### src/rtl/dmtq_pkg.sv
// shared types and constants for the destination-matched transmit queue
`default_nettype none

package dmtq_pkg;

	localparam int QUEUE_DEPTH = 64;
	localparam int HANDLE_BITS = 16;
	localparam int IDX_W       = $clog2(QUEUE_DEPTH);
	localparam int CNT_W       = $clog2(QUEUE_DEPTH + 1);

	localparam logic [15:0] BCAST_DEST = 16'hFFFF;

	// event kinds carried in the low bits of s_tuser
	typedef enum logic [1:0] {
		MODE_ENQUEUE     = 2'd0,
		MODE_DATA_REQ    = 2'd1,
		MODE_QUEUE_CHECK = 2'd2,
		MODE_TX_DONE     = 2'd3
	} mode_t;

	// one queue slot
	typedef struct packed {
		logic [HANDLE_BITS-1:0] handle;
		logic [15:0]            dst;
	} entry_t;

endpackage

`default_nettype wire

### src/rtl/dest_matched_tx_queue_unit.sv
// destination-matched mac transmit queue with a serial scan/compaction walker
// a broadcast enqueue is sent at once from the tail; any other send or removal walks the store at one entry
//   per cycle through the single read port
// transmit done runs compaction, then retry, then the destination scan, then the fallback to the head
// throughput: one transaction at a time, s_tready is low until the result is loaded
// reset: arst_n clears count, in-flight mark, radio busy, last destination and ack bit;
//   store contents are undefined until written and never read beyond the count
`default_nettype none

module dest_matched_tx_queue_unit
	import dmtq_pkg::*;
(
	input  wire logic        clk,
	input  wire logic        arst_n,
	// input transaction
	input  wire logic        s_tvalid,
	output logic             s_tready,
	input  wire logic [39:0] s_tdata,  // dst_addr[15:0], pkt_handle[31:16], channel_clear[32]
	input  wire logic [2:0]  s_tuser,  // mode[1:0], is_broadcast[2]
	// result transaction
	output logic             m_tvalid,
	input  wire logic        m_tready,
	output logic [63:0]      m_tdata   // accepted[0], send_valid[1], send_handle[17:2],
	                                   // send_dst[33:18], freed_valid[34],
	                                   // freed_handle[50:35], queue_count[57:51],
	                                   // ack_pending[58]
);

	typedef enum logic [2:0] {
		ST_IDLE,
		ST_DECIDE,
		ST_WALK,
		ST_RETRY,
		ST_FINISH
	} state_t;

	// what the walker does with each entry it reads
	typedef enum logic [1:0] {
		WALK_FIRST,
		WALK_MATCH,
		WALK_COMPACT
	} walk_t;

	state_t state_q;
	walk_t  walk_kind_q;

	// latched event
	mode_t                  mode_q;
	logic                   bcast_q;
	logic [15:0]            dst_q;
	logic [HANDLE_BITS-1:0] handle_q;
	logic                   clear_q;

	// queue state
	logic [CNT_W-1:0] count_q;
	logic [IDX_W-1:0] inflight_q;
	logic             inflight_vld_q;
	logic             busy_q;
	logic [15:0]      last_dest_q;
	logic             ack_q;

	// walker
	logic [CNT_W-1:0] ptr_q;
	logic [15:0]      target_q;
	logic             fallback_q;
	logic             first_q;
	logic             rd_vld_s1;
	logic [IDX_W-1:0] rd_idx_s1;
	entry_t           rd_data_s1;

	// result fields
	logic        accepted_q;
	logic        send_valid_q;
	logic [15:0] send_handle_q;
	logic [15:0] send_dst_q;
	logic        freed_valid_q;
	logic [15:0] freed_handle_q;
	logic        m_tvalid_q;
	logic [63:0] m_tdata_q;

	// entry store
	entry_t           mem [QUEUE_DEPTH];
	logic             mem_we;
	logic [IDX_W-1:0] mem_waddr;
	entry_t           mem_wdata;

	logic walk_issue;
	logic walk_hit;
	logic walk_end;
	logic enq_ok;

	assign s_tready = (state_q == ST_IDLE);
	assign m_tvalid = m_tvalid_q;
	assign m_tdata  = m_tdata_q;

	// the walker issues one read per cycle and judges it in the next cycle
	assign walk_issue = (ptr_q < count_q);
	assign walk_hit   = rd_vld_s1 && ((walk_kind_q == WALK_FIRST) ||
		((walk_kind_q == WALK_MATCH) && (rd_data_s1.dst == target_q)));
	assign walk_end   = !rd_vld_s1 && !walk_issue;

	// room left, and a broadcast needs the radio free
	assign enq_ok = (count_q < CNT_W'(QUEUE_DEPTH)) && !(bcast_q && busy_q);

	// store write port: tail append, or closing the gap one slot down
	always_comb begin
		mem_we           = 1'b0;
		mem_waddr        = count_q[IDX_W-1:0];
		mem_wdata.handle = handle_q;
		mem_wdata.dst    = dst_q;
		if (state_q == ST_DECIDE && mode_q == MODE_ENQUEUE && enq_ok) begin
			mem_we = 1'b1;
		end else if (state_q == ST_WALK && walk_kind_q == WALK_COMPACT &&
			rd_vld_s1 && !first_q) begin
			mem_we    = 1'b1;
			mem_waddr = rd_idx_s1 - IDX_W'(1);
			mem_wdata = rd_data_s1;
		end
	end

	always_ff @(posedge clk) begin
		if (mem_we) begin
			mem[mem_waddr] <= mem_wdata;
		end
		rd_data_s1 <= mem[ptr_q[IDX_W-1:0]];
	end

	always_ff @(posedge clk or negedge arst_n) begin
		if (!arst_n) begin
			state_q        <= ST_IDLE;
			walk_kind_q    <= WALK_FIRST;
			mode_q         <= MODE_ENQUEUE;
			bcast_q        <= 1'b0;
			dst_q          <= '0;
			handle_q       <= '0;
			clear_q        <= 1'b0;
			count_q        <= '0;
			inflight_q     <= '0;
			inflight_vld_q <= 1'b0;
			busy_q         <= 1'b0;
			last_dest_q    <= '0;
			ack_q          <= 1'b0;
			ptr_q          <= '0;
			target_q       <= '0;
			fallback_q     <= 1'b0;
			first_q        <= 1'b0;
			rd_vld_s1      <= 1'b0;
			rd_idx_s1      <= '0;
			accepted_q     <= 1'b0;
			send_valid_q   <= 1'b0;
			send_handle_q  <= '0;
			send_dst_q     <= '0;
			freed_valid_q  <= 1'b0;
			freed_handle_q <= '0;
			m_tvalid_q     <= 1'b0;
			m_tdata_q      <= '0;
		end else begin
			// the finish state drives the result register itself
			if (m_tvalid_q && m_tready && state_q != ST_FINISH) begin
				m_tvalid_q <= 1'b0;
			end

			unique case (state_q)
				ST_IDLE: begin
					if (s_tvalid) begin
						mode_q         <= mode_t'(s_tuser[1:0]);
						bcast_q        <= s_tuser[2];
						dst_q          <= s_tdata[15:0];
						handle_q       <= HANDLE_BITS'(s_tdata[31:16]);
						clear_q        <= s_tdata[32];
						accepted_q     <= 1'b0;
						send_valid_q   <= 1'b0;
						send_handle_q  <= '0;
						send_dst_q     <= '0;
						freed_valid_q  <= 1'b0;
						freed_handle_q <= '0;
						state_q        <= ST_DECIDE;
					end
				end

				ST_DECIDE: begin
					ptr_q      <= '0;
					rd_vld_s1  <= 1'b0;
					fallback_q <= 1'b0;
					state_q    <= ST_FINISH;
					unique case (mode_q)
						MODE_ENQUEUE: begin
							if (enq_ok) begin
								count_q    <= count_q + CNT_W'(1);
								accepted_q <= 1'b1;
								ack_q      <= 1'b1;
								if (bcast_q) begin
									// sent at once from the tail, last_dest untouched
									inflight_q     <= count_q[IDX_W-1:0];
									inflight_vld_q <= 1'b1;
									busy_q         <= 1'b1;
									send_valid_q   <= 1'b1;
									send_handle_q  <= 16'(handle_q);
									send_dst_q     <= dst_q;
								end else if (!busy_q && clear_q) begin
									walk_kind_q <= WALK_FIRST;
									state_q     <= ST_WALK;
								end
							end
						end
						MODE_DATA_REQ: begin
							if (count_q != '0 && !busy_q) begin
								walk_kind_q <= WALK_MATCH;
								target_q    <= dst_q;
								state_q     <= ST_WALK;
							end
						end
						MODE_QUEUE_CHECK: begin
							if (!busy_q && clear_q && count_q != '0) begin
								walk_kind_q <= WALK_FIRST;
								state_q     <= ST_WALK;
							end
						end
						MODE_TX_DONE: begin
							busy_q         <= 1'b0;
							inflight_vld_q <= 1'b0;
							if (inflight_vld_q && (CNT_W'(inflight_q) < count_q)) begin
								// read the sent slot, then shift the rest down
								walk_kind_q <= WALK_COMPACT;
								ptr_q       <= CNT_W'(inflight_q);
								first_q     <= 1'b1;
								state_q     <= ST_WALK;
							end else begin
								state_q <= ST_RETRY;
							end
						end
						default: begin
							state_q <= ST_FINISH;
						end
					endcase
				end

				ST_WALK: begin
					rd_vld_s1 <= walk_issue;
					rd_idx_s1 <= ptr_q[IDX_W-1:0];
					ptr_q     <= ptr_q + CNT_W'(walk_issue);
					if (walk_kind_q == WALK_COMPACT) begin
						if (rd_vld_s1 && first_q) begin
							first_q        <= 1'b0;
							freed_handle_q <= 16'(rd_data_s1.handle);
						end
						if (walk_end) begin
							count_q       <= count_q - CNT_W'(1);
							freed_valid_q <= 1'b1;
							state_q       <= ST_RETRY;
						end
					end else if (walk_hit) begin
						last_dest_q    <= rd_data_s1.dst;
						inflight_q     <= rd_idx_s1;
						inflight_vld_q <= 1'b1;
						busy_q         <= 1'b1;
						send_valid_q   <= 1'b1;
						send_handle_q  <= 16'(rd_data_s1.handle);
						send_dst_q     <= rd_data_s1.dst;
						rd_vld_s1      <= 1'b0;
						state_q        <= ST_FINISH;
					end else if (walk_end) begin
						if (fallback_q) begin
							// no entry for the same destination: take the head
							fallback_q  <= 1'b0;
							walk_kind_q <= WALK_FIRST;
							ptr_q       <= '0;
							rd_vld_s1   <= 1'b0;
						end else begin
							state_q <= ST_FINISH;
						end
					end
				end

				ST_RETRY: begin
					ptr_q     <= '0;
					rd_vld_s1 <= 1'b0;
					state_q   <= ST_FINISH;
					if (count_q != '0 && last_dest_q != BCAST_DEST && clear_q) begin
						walk_kind_q <= WALK_MATCH;
						target_q    <= last_dest_q;
						fallback_q  <= 1'b1;
						state_q     <= ST_WALK;
					end else if (count_q == '0) begin
						ack_q <= 1'b0;
					end
				end

				ST_FINISH: begin
					if (!m_tvalid_q || m_tready) begin
						m_tvalid_q <= 1'b1;
						m_tdata_q  <= {5'b0, ack_q, 7'(count_q), freed_handle_q,
							freed_valid_q, send_dst_q, send_handle_q, send_valid_q,
							accepted_q};
						state_q    <= ST_IDLE;
					end
				end

				default: begin
					state_q <= ST_IDLE;
				end
			endcase
		end
	end

`ifndef SYNTHESIS
	a_count_range: assert property (@(posedge clk) disable iff (!arst_n)
		count_q <= CNT_W'(QUEUE_DEPTH))
		else $error("queue count beyond depth");

	a_inflight_in_range: assert property (@(posedge clk) disable iff (!arst_n)
		inflight_vld_q |-> (CNT_W'(inflight_q) < count_q))
		else $error("in-flight slot outside the held entries");

	a_busy_has_inflight: assert property (@(posedge clk) disable iff (!arst_n)
		busy_q |-> inflight_vld_q)
		else $error("radio busy with no entry in flight");

	a_result_from_finish: assert property (@(posedge clk) disable iff (!arst_n)
		$rose(m_tvalid_q) |-> $past(state_q == ST_FINISH))
		else $error("result raised outside finish state");

	a_accept_excludes_free: assert property (@(posedge clk) disable iff (!arst_n)
		m_tvalid_q |-> !(m_tdata_q[0] && m_tdata_q[34]))
		else $error("enqueue and removal in one transaction");
`endif

endmodule

`default_nettype wire
### config.mk
export PLATFORM = sky130hd
export DESIGN_NAME = dest_matched_tx_queue_unit
export DESIGN_NICKNAME = d
export VERILOG_FILES = /design/src/rtl/dmtq_pkg.sv /design/src/rtl/dest_matched_tx_queue_unit.sv
export SDC_FILE = /design/constraint.sdc
export NUM_CORES = 2
export LEC_CHECK = 0
export ABC_AREA = 1
export BUFFER_PORTS_ARGS = -buffer_cell sky130_fd_sc_hd__buf_4
export CAP_MARGIN = 20
export CORE_ASPECT_RATIO = 0.7
export CORE_UTILIZATION = 40
export CTS_CLUSTER_DIAMETER = 30
export CTS_CLUSTER_SIZE = 40
export DETAILED_ROUTE_END_ITERATION = 6
export SYNTH_ARGS = -nofsm -noshare
export SYNTH_HDL_FRONTEND = slang
export SYNTH_SLANG_ARGS = --single-unit
### constraint.sdc
create_clock -name clk -period 14.5 [get_ports clk]
set_input_delay 1.45 -clock clk [delete_from_list [all_inputs] [get_ports clk]]
set_output_delay 1.45 -clock clk [all_outputs]
set_load 0.005 [all_outputs]
Word level (Yosys, flattened, before mapping)
Memory sizes are Yosys's and may differ from the RTL's. A register that Yosys moved wholly into a read port is not among the register bits.
Index checks and enable logic that the tools add are counted.
{"block": "classes", "n_addsub": 4, "n_eq_ne": 42, "reduce_logical": 56, "n_mux": 111, "order_cmp": 3, "bitwise_logic": 1}
{"op": "16-bit 2-to-1 mux", "count": 16}
{"op": "16-bit one-hot mux with 3 select lines", "count": 2}
{"op": "32-bit 2-to-1 mux", "count": 2}
{"op": "16-bit one-hot mux with 2 select lines", "count": 2}
{"op": "7-bit 2-to-1 mux", "count": 8}
{"op": "6-bit 2-to-1 mux", "count": 9}
{"op": "3-bit 2-to-1 mux", "count": 13}
{"op": "1-bit 2-to-1 mux", "count": 32}
{"op": "3-bit inequality test (second input constant)", "count": 9}
{"op": "5-bit AND reduction", "count": 5}
{"op": "2-bit inequality test (second input constant)", "count": 12}
{"op": "2-bit 2-to-1 mux", "count": 11}
{"op": "7-bit one-hot mux with 3 select lines", "count": 1}
{"op": "1-bit logical AND", "count": 19}
{"op": "16-bit == test", "count": 1}
{"op": "16-bit inequality test (second input constant)", "count": 1}
{"op": "4-bit AND reduction", "count": 4}
{"op": "3-bit one-hot mux with 5 select lines", "count": 1}
{"op": "2-bit by 1-bit inequality test with 1-bit output (second input constant)", "count": 7}
{"op": "1-bit one-hot mux with 2 select lines", "count": 7}
{"op": "7-bit one-hot mux with 2 select lines", "count": 1}
{"op": "3-bit one-hot mux with 4 select lines", "count": 1}
{"op": "6-bit one-hot mux with 2 select lines", "count": 1}
{"op": "12-bit AND reduction", "count": 1}
{"op": "32 further kinds", "count": 51}
{"block": "word_totals", "output_inout_bits": 66, "input_bits": 47, "memories": 1, "elab_cells": 244, "reg_bits": 215, "ramBits": 2048}
{"memory": "mem", "depth": 64, "width": 32, "rd": 1, "rd_ports_with_merged_regs": 1, "wr": 1, "line_no": "dest_matched_tx_queue_unit.sv:82", "source": "entry_t mem [QUEUE_DEPTH];"}

Depth between registers and ports, before layout
{"block": "depth", "ltp_word": 8, "depth_mapped": 16, "mapped_depth_nobuf": 15}

Worst setup path before layout
OpenSTA, ideal clock, no wires.
{"block": "synth_timing", "kind": "reg-to-reg", "from": "register state_q[2]", "to": "memory mem[0][0] in the netlist's numbering, data pin", "path_stages_with_launch": 11, "t_required_ns": 13.798, "setup_slack_ns": 9.756, "path_buffers": 3, "period_less_slack_ns": 4.744, "arrival_ns": 4.042, "path_cell_list": "dfrtp_1 -> inv_2 -> nand2_2 -> nor2_4 -> inv_2 -> nor2_8 -> nand3_4 -> buf_6 -> buf_2 -> clkbuf_1 -> o21ai_0"}
{"element": "from (decl)", "line_no": "dest_matched_tx_queue_unit.sv:44", "source": "state_t state_q;"}
{"element": "from (signal assigned)", "line_no": "dest_matched_tx_queue_unit.sv:130", "source": "state_q <= ST_IDLE;"}
{"element": "from (signal assigned)", "line_no": "dest_matched_tx_queue_unit.sv:177", "source": "state_q <= ST_DECIDE;"}
{"element": "from (signal assigned)", "line_no": "dest_matched_tx_queue_unit.sv:185", "source": "state_q <= ST_FINISH;"}
{"element": "to (decl)", "line_no": "dest_matched_tx_queue_unit.sv:82"}

Final worst setup path
{"block": "layout_timing", "from": "register state_q[2]", "to": "memory mem[43][1] in the netlist's numbering (enable)"}
{"block": "layout_between", "elab_chain_cells": 8}
{"element": "3-bit by 2-bit == test with 1-bit output", "line_no": "dest_matched_tx_queue_unit.sv:113", "source": "end else if (state_q == ST_WALK && walk_kind_q == WALK_COMPACT &&"}
{"element": "1-bit logical AND (2 in a row)", "line_no": "dest_matched_tx_queue_unit.sv:113"}
{"element": "1-bit logical AND", "line_no": "dest_matched_tx_queue_unit.sv:114", "source": "rd_vld_s1 && !first_q) begin"}
{"element": "1-bit 2-to-1 mux", "line_no": "dest_matched_tx_queue_unit.sv:113"}
{"element": "1-bit 2-to-1 mux", "line_no": "dest_matched_tx_queue_unit.sv:111", "source": "if (state_q == ST_DECIDE && mode_q == MODE_ENQUEUE && enq_ok) begin"}
{"element": "1-bit 2-to-1 mux", "line_no": "dest_matched_tx_queue_unit.sv:122", "source": "if (mem_we) begin"}
{"element": "1-bit 2-to-1 mux (implied by the code)", "line_no": "dest_matched_tx_queue_unit.sv:123", "source": "mem[mem_waddr] <= mem_wdata;"}
Parallel ways exist; a longest one is shown, timed or not.

==> metrics.txt <==
Total GRT Usage=0.2142; Final Max Tran Viols=0; Root Buffer=clkbuf_16; Gate Count Post-Synth=about 7300; max reg flops=roughly 2000; Tot Pwr=about 24 mW; Port Buf Inserts=100; clock sink count=2295; Starting Density=0.4028; DRT antenna net count=0; vias per cell=approximately 5.6; fraction of layout cells with a size suffix above 1=0.1279; fmax=around 0.19 GHz; worst skew pair latency=850 ps; Slowest-stage cell, CP=nor2_4; FFs w/ async S/R, synth=0.09368; Hold Crit Class=reg -> reg; Worst-Margin Slew=1210 ps; Reg clk slew, reported paths=approximately 60 ps; Detailed Route Iter0 Violations=between 7000 and 8000; Final GP Congestion=0.8342; Netlist cell types=42; Fin Setup TNS=0 ps; total number of vias=between 50000 and 60000; Core Rows=roughly 150; Crit Path Max Fanout=56; crit path DAT=approximately 5800 ps; first-pass GRT wire length=approximately 370000 um; Die Footprint=~230000 um2; Core ar.=approximately 230000 um2; Ys Warns=0; number of global-route vias before repair=about 57000; violated checks=design-rule violations; post-CTS setup buffers=0; Finish-stage setup viols=0; Layout area overhead=17.28%; WS Path Type=reg -> reg; WHS Path Cells=2; largest net degree at the start of global routing=204; Post-synth top flop=edfxtp_1; CP startpoint kind=flip-flop; Slew HR=0.1936; syn_area_per_cell=around 12 um2; overall die width=around 570 um; Die Y=401.4 um; H-tree levels=5; Biggest register=mem; Num CTS Buffers=326; Synth Cell Area=slightly above 90000 um2; RSZ-0062 raised after global routing=false; critical path cell sequence=inv_2 -> nand2_2 -> nor2_4 -> buf_4 -> inv_2 -> buf_4 -> nor2_8 -> nand3_4 -> o21ai_2 -> inv_1 -> nor2_1 -> nand3_1 -> nor2_4 -> buf_4; antenna violations before repair=4; fin crit share=0.3679; worst endpoint required time=14960 ps; Static Leakage=between 30 and 40 nW; fin worst setup slack=9166 ps; most frequent CP cell=buf_4; worst slack, placed=9314 ps; run status=finished, violations left; fill cell count=19563; GR Overflow Total=0; FF-to-FF path depth=14; TritonCTS clock tree=done; DRT Pass-1 Iters=7; WL/cell=about 23 um; Fin Hold WS=between 400 and 500 ps; hold buffer count at cts=0; Max stage delay on crit path=about 670 ps; HPWL after DPL=131800 um; post_cts resized=0; #FFs+latches synth=2295; I/O Pins=~110; final WL=~250000 um; sequential share of the synthesized area=0.7406; VDD IR max=157.3 uV; Final nets=7483; Post-route DRC=12; Power per Cell Area=roughly 220 nW/um2; post-route minimum period=around 5300 ps; skew final=between 40 and 50 ps; max_cap viols=0; number of synthesized flops with an enable pin=2048; Clock Tree Buf Depth=4; CP endpoint kind=flip-flop; final hold violation count=0
==> cell usage in the layout (no fill, tap or decap), types with 6 or more instances in the layout <==
| cell type | instances |
|---|---|
| a21oi_1 | 131 |
| clkinv_1 | 34 |
| clkinv_8 | 10 |
| o211ai_1 | 262 |
| nand2_1 | 664 |
| nor3_1 | 6 |
| nor2_4 | 66 |
| o22ai_1 | 303 |
| clkinv_2 | 36 |
| nand3_1 | 299 |
| clkinv_4 | 36 |
| clkbuf_16 | 334 |
| clkinvlp_4 | 23 |
| buf_4 | 248 |
| nor2_1 | 1275 |
| dfrtp_1 | 210 |
| nand2_2 | 8 |
| xor2_1 | 8 |
| o21ai_4 | 33 |
| o221ai_1 | 10 |
| bufinv_16 | 27 |
| inv_6 | 58 |
| o21ai_0 | 1181 |
| clkbuf_1 | 25 |
| inv_1 | 145 |
| ha_1 | 19 |
| dfxtp_1 | 32 |
| edfxtp_1 | 2048 |
| or2_2 | 10 |
| inv_8 | 10 |
| mux2_2 | 34 |
| buf_12 | 9 |
| nand4_1 | 33 |
==> per-layer routing <==
layer  share of wire  global-route usage  wire (um)  vias up
li1                -                   -          -    26965
met1            0.45              0.3305     113400    29755
met2            0.44              0.3116     109000     2752
met3           0.089             0.03482      22280      379
met4           0.023             0.05818       5825        0
met5               0                   0          0        -
==> synthesized netlist by cell type (8+ instances only) <==
library cell     n  area (um2)
edfxtp_1      2048       61500
nor2_1        1341        5034
o21ai_0       1213        6071
nand2_1        665        2496
clkbuf_1       345        1295
o22ai_1        303        1896
nand3_1        299        1496
o211ai_1       262        1967
dfrtp_1        215        5380
inv_1          151       566.8
a21oi_1        131       655.6
buf_2          110       550.5
buf_1           34       127.6
mux2_2          34       382.9
nand4_1         33       206.5
dfxtp_1         32       640.6
ha_1            19       237.7
o221ai_1        10       87.58
or2_2           10       62.56
buf_4            8       60.06
xor2_1           8       70.07
==> worst paths after layout <==
kind | from | slack, ps | endpoint
worst max-delay path | state_q[2]$_DFFE_PN0P_ | 9170 | mem[43][1]$_DFFE_PP_
worst min-delay path | send_dst_q[5]$_DFFE_PN0P_ | 470 | send_dst_q[5]$_DFFE_PN0P_
worst max register to register | state_q[2]$_DFFE_PN0P_ | 9170 | mem[43][1]$_DFFE_PP_
worst min register to register | send_dst_q[5]$_DFFE_PN0P_ | 470 | send_dst_q[5]$_DFFE_PN0P_
max in group asynchronous | arst_n | 11590 | dst_q[7]$_DFFE_PN0P_
min in group asynchronous | arst_n | 570 | m_tdata[40]$_DFFE_PN0P_
==> report_power, final <==
group / total [mW] / switching (mW) / internal, mW
registers: 8.75 / 0.308 / 8.44
clock network: 7.89 / 3.09 / 4.80
logic: 7.31 / 5.43 / 1.88
total: 23.9 / 8.82 / 15.1
==> logic make-up after synthesis <==
kind of cell	share of synthesized area
xor gates and xnor gates	0.001153
adders and majority gates	0.002827
buffers and inverters	0.02893
other	0.00004113
and+or+nand+nor	0.1042
AOI/OAI and AO/OA	0.1181
muxes	0.004200
DFF	0.7406
==> worst max-delay path: cells and delay by family (launching register included) <==
family | cells | cell delay, ps
simple gates | 7 | 2470
flops | 1 | 380
compound gates | 1 | 440
buf+inv | 6 | 1470
==> stage by stage <==
step | util | instance area (um2) | instances
floorplan | - | 91190 | 7325
global placement | 0.4237 | 95900 | 10119
detailed placement | 0.4238 | 95930 | 10120
CTS | 0.4722 | 106900 | 10715
global route | 0.4724 | 106900 | 10717
finish | 0.4724 | 106900 | 10718
==> final cells by class <==
cell class | instances | area (um2) | share of cell area
clock inverter | 233 | 2449 | 0.02290
antenna | 1 | 2.502 | 0.00002340
timing repair buffer | 261 | 2140 | 0.02001
clock buffer | 362 | 8493 | 0.07943
multi-input combinational | 4374 | 21890 | 0.2047
inverter | 158 | 623.1 | 0.005827
tap | 3034 | 3796 | 0.03550
sequential | 2295 | 67540 | 0.6316
No activity file was read; power rests on OpenSTA's default activity.
